[config.mk]
export PLATFORM = sky130hd
export DESIGN_NAME = pli_cell
export DESIGN_NICKNAME = d
export VERILOG_FILES = /design/src/rtl/pli_pkg.sv /design/src/rtl/pli_cell.sv
export SDC_FILE = /design/constraint.sdc
export NUM_CORES = 1
export LEC_CHECK = 0
export ABC_CLOCK_PERIOD_IN_PS = 4400
export BUFFER_PORTS_ARGS = -buffer_cell sky130_fd_sc_hd__clkbuf_2
export CAP_MARGIN = 20
export CORE_ASPECT_RATIO = 0.6
export CORE_MARGIN = 1
export CORE_UTILIZATION = 36
export DETAILED_ROUTE_END_ITERATION = 8
export GPL_ROUTABILITY_DRIVEN = 1
export GPL_TIMING_DRIVEN = 1
export PLACE_DENSITY = 0.77
export SYNTH_ARGS = -nofsm -noshare
export SYNTH_HDL_FRONTEND = slang
export SYNTH_SLANG_ARGS = --single-unit
[constraint.sdc]
create_clock -name clk -period 4.4 [get_ports clk]
set_input_delay 0.44 -clock clk [delete_from_list [all_inputs] [get_ports clk]]
set_output_delay 0.44 -clock clk [all_outputs]
set_load 0.01 [all_outputs]
[src/rtl/pli_pkg.sv]
// shared types and constants for the positional list engine
package pli_pkg;

  localparam int DEPTH_DEF      = 64;
  localparam int ELEM_WIDTH_DEF = 32;

  localparam int POS_W   = 7;
  localparam int VAL_W   = 32;
  localparam int LEN_W   = 7;
  localparam int OP_W    = 2;
  localparam int STAT_W  = 2;
  localparam int S_DATA_W = 40;
  localparam int M_DATA_W = 40;

  typedef enum logic [OP_W-1:0] {
    OP_INSERT = 2'd0,
    OP_REMOVE = 2'd1,
    OP_READ   = 2'd2
  } op_t;

  typedef enum logic [STAT_W-1:0] {
    ST_OK    = 2'd0,
    ST_RANGE = 2'd1,
    ST_FULL  = 2'd2
  } status_t;

  typedef enum logic [1:0] {
    S_IDLE,
    S_BUSY,
    S_OUT
  } state_t;

  typedef enum logic [1:0] {
    SH_NONE,
    SH_UP,
    SH_DOWN
  } shift_t;

  typedef struct packed {
    shift_t           shift;
    logic [POS_W-1:0] pos;
  } cell_ctrl_t;

endpackage

[src/rtl/pli_cell.sv]
// one list slot: holds an element and shifts it to or from its neighbors
module pli_cell #(
  parameter int ELEM_WIDTH = pli_pkg::ELEM_WIDTH_DEF,
  parameter int INDEX      = 0
) (
  input  logic                  clk,
  input  pli_pkg::cell_ctrl_t   ctrl,
  input  logic [ELEM_WIDTH-1:0] ins_value,
  input  logic [ELEM_WIDTH-1:0] left_value,
  input  logic [ELEM_WIDTH-1:0] right_value,
  output logic [ELEM_WIDTH-1:0] entry
);

  logic at_pos;
  logic above_pos;

  assign at_pos    = (INDEX == int'(ctrl.pos));
  assign above_pos = (INDEX > int'(ctrl.pos));

  always_ff @(posedge clk) begin
    case (ctrl.shift)
      pli_pkg::SH_UP: begin
        if (at_pos) begin
          entry <= ins_value;
        end else if (above_pos) begin
          entry <= left_value;
        end
      end
      pli_pkg::SH_DOWN: begin
        if (at_pos || above_pos) begin
          entry <= right_value;
        end
      end
      default: begin
        entry <= entry;
      end
    endcase
  end

endmodule

# After elaboration in Yosys (flattened, before gate mapping)
# Index checks and enable logic that the tools add are counted.
[totals]
ff_bits = 32
in_bits = 106
wordCells = 11
[op_classes]
eq_ne = 4
n_mux = 3
n_reduce_logical = 3
[ops]
columns = ["op", "count"]
rows = [
  ["32-bit two-way mux", 2],
  ["32-bit case mux with 2 select lines", 1],
  ["7-bit zero test", 1],
  ["2-bit inequality test (second input constant)", 2],
  ["3-bit AND reduction", 1],
  ["2-bit by 1-bit == test with 1-bit output (second input constant)", 1],
  ["2-bit == test (second input constant)", 1],
  ["2-bit nonzero test", 1],
]

# Longest topological paths before layout
[depth]
word_depth = 3
ltp_mapped = 4
ltp_nobuf = 2

# Worst setup path after synthesis
# OpenSTA, ideal clock, no wires.
[synth_path]
path_type = "input-to-reg"
start = "in ctrl[1] (netlist name)"
end = "reg entry[0], enable pin"
cell_stages = 2
setup_ns = 0.441
setup_slack_ns = 1.117
t_arrival_ns = 2.843
t_required_ns = 3.959
path_buffers = 0
cell_sequence = "or4_4 > nor4b_2"
[synth_between]
elab_chain_cells = 3
[synth_rtl]
columns = ["element", "line", "rtl"]
rows = [
  ["from (decl)", "pli_cell.sv:7", "input pli_pkg::cell_ctrl_t ctrl,"],
  ["7-bit zero test (*)", "pli_cell.sv:17", "assign at_pos = (INDEX == int'(ctrl.pos));"],
  ["2-bit inequality test (no source line)", "-", ""],
  ["3-bit AND reduction (no source line) (*)", "-", ""],
  ["to (signal assigned)", "pli_cell.sv:24", "entry <= ins_value;"],
  ["to (signal assigned)", "pli_cell.sv:26", "entry <= left_value;"],
  ["to (signal assigned)", "pli_cell.sv:31", "entry <= right_value;"],
  ["to (decl)", "pli_cell.sv:11", "output logic [ELEM_WIDTH-1:0] entry"],
]
# Every way passes the cells marked *; elsewhere a longest branch is shown, timed or not.
# A chain may end at the register's enable or synchronous reset.

# Worst setup path in the final report
[layout_path]
start = "in ctrl[1] (netlist name)"
end = "reg entry[21], enable pin"
# The elaborated chain is that of the path after synthesis.

==> results.sh <==
export IMPL_n_antenna_cell=0
export IMPL_worstPathRequired_ns=4.34
export IMPL_rsz0062_at_grt="no"
export IMPL_post_drt_wl_per_cell_um=12.80
export IMPL_finalSetupTns_ns=0
export IMPL_post_cts_buffers=0
export IMPL_cts_root_buf="clkbuf_8"
export IMPL_drive_gt1_frac=0.7880
export IMPL_nets=289
export IMPL_largest_register_ffs=32
export IMPL_clk_pin_slew_worst_paths_ns=0.06
export IMPL_portBuffers=105
export IMPL_slew_headroom=0.5366
export IMPL_vias=1042
export IMPL_gp_congestion=0.6334
export IMPL_period_share=0.4440
export IMPL_synth_top_area_frac=0.6839
export IMPL_ctsLongestPathBuffers=2
export IMPL_cts_tree="built"
export IMPL_status="finished, final reports clean"
export IMPL_irDropWorstVdd_v=0.0001912
export IMPL_dr_pass1_iters=3
export IMPL_drc=0
export IMPL_worstMarginPinSlew_ns=0.6919
export IMPL_layout_min_cycle_time_ns=1.953
export IMPL_dp_hpwl_um=2419
export IMPL_cts_made_buffers=5
export IMPL_core_um2=3701
export IMPL_first_global_vias=1046
export IMPL_die_h_um=50.39
export IMPL_most_common_layout_cells="105 x clkbuf_2, 32 x edfxtp_1, 28 x mux2_2"
export IMPL_clkSinkCount=32
export IMPL_syn_inst=73
export IMPL_min_path_type="input pin to flip-flop"
export IMPL_synth_area_um2=1405
export IMPL_leakage_uw=0.0009260
export IMPL_die_w_um=82.66
export IMPL_routed_via_density=4.511
export IMPL_worstPathMaxFanout=28
export IMPL_powerDensity_nw_per_um2=323.2
export IMPL_post_place_cells=223
export IMPL_syn_nets=179
export IMPL_syn_area_per_cell_um2=19.25
export IMPL_finalSetupViolations=0
export IMPL_postCtsHoldBufs=0
export IMPL_synth_area_top_cells="edfxtp_1 68%, mux2_2 22%, mux2_1 3.2%"
export IMPL_stdcell_count=231
export IMPL_cts_htree_levels=2
export IMPL_drt_wl_total_um=2956
export IMPL_start_util=0.3796
export IMPL_slew_viol_final=0
export IMPL_ys_seq_elements=32
export IMPL_critPathArrivalTime_ns=1.89
export IMPL_antenna_found_initial=0
export IMPL_syn2layout_area_growth_pct=48.35
export IMPL_ys_warn_count=0
export IMPL_layout_commonest_cell="clkbuf_2"
export IMPL_yosysTopAreaCell="edfxtp_1"
export IMPL_drtAntennaViolNets=0
export IMPL_synth_seq_area_share=0.6839
export IMPL_grt_pass1_wl_um=4409
export IMPL_fmax_ghz=0.5119
export IMPL_pin_count=138
export IMPL_critPathLaunchType="input pin"
export IMPL_ys_types=10
export IMPL_grt_remaining_overflow=0
export IMPL_grt_usage=0.1503
export IMPL_crit_type="input pin to flip-flop"
export IMPL_grt_start_max_net_pins=29
export IMPL_drt_iter0_markers=24
export IMPL_top_regs="entry (32)"
export IMPL_cp_end_kind="flip-flop"
export IMPL_num_rows=17
export IMPL_top_register="entry"
export IMPL_cts_resized=0
export IMPL_hold_ws_ns=0.4496
export IMPL_hold_viol=0
export IMPL_die_area_um2=4165
export IMPL_cap_violations=0
[cells in the mapped netlist (all sizes together)]
master,number
buf,4
edfxtp,32
xnor2,1
or4,1
nor4b,1
nor2b,1
mux2,32
nor2,1
[cell type report]
cell class / instances / area, µm²
Clock buffer: 6 / 72.57
Clock inverter: 2 / 35.03
Fill cell: 332 / 1617
Multi-Input combinational cell: 37 / 416.7
Sequential cell: 32 / 960.9
Tap cell: 47 / 58.81
Timing Repair Buffer: 107 / 540.5
[power by group]
group	total, µW	internal, µW	switching, µW
combinational	68.2	45.5	22.7
sequential	339	339	0.316
clock	266	168	98.3
[path summary, 6_finish.rpt]
| path | start | endpoint | slack, ns | depth (start not counted) |
|---|---|---|---|---|
| setup / recovery | ctrl[1] | entry[21] | 2.45 | 4 |
| hold / removal | ins_value[2] | entry[2] | 0.45 | 2 |
[per-layer routing]
metal | routed length, µm | track usage
met5 | 0 | 0
met4 | 17 | 0.05172
met3 | 276 | 0.04909
met1 | 1046 | 0.1463
met2 | 1616 | 0.2923
[worst max-delay path, stage by stage]
cell      delay [ns]
clkbuf_2        0.08
or4_4           0.54
nor4b_4         0.41
buf_4           0.41
[per-stage QoR]
step	area [µm²]	total power [µW]	utilization	worst slack [ns]
after global placement	1977	411.2	0.5341	2.165
after floorplan	1405	379.7	-	1.117
after CTS	2085	685.2	0.5632	2.433
final	2085	673.7	0.5632	2.447
after detailed placement	1977	415.6	0.5341	2.139
after global routing	2085	703.6	0.5632	2.376
[cell families (layout without fill, tap and decap cells)]
family                    count (synthesis)  count (layout)  synth area share
buffers and inverters                     4             115           0.02760
DFF                                      32              32            0.6839
xor gates and xnor gates                  1               1          0.006234
and+or+nand+nor                           4               4           0.02582
muxes                                    32              32            0.2565
Note: power is estimated with default switching activity, not from simulation.
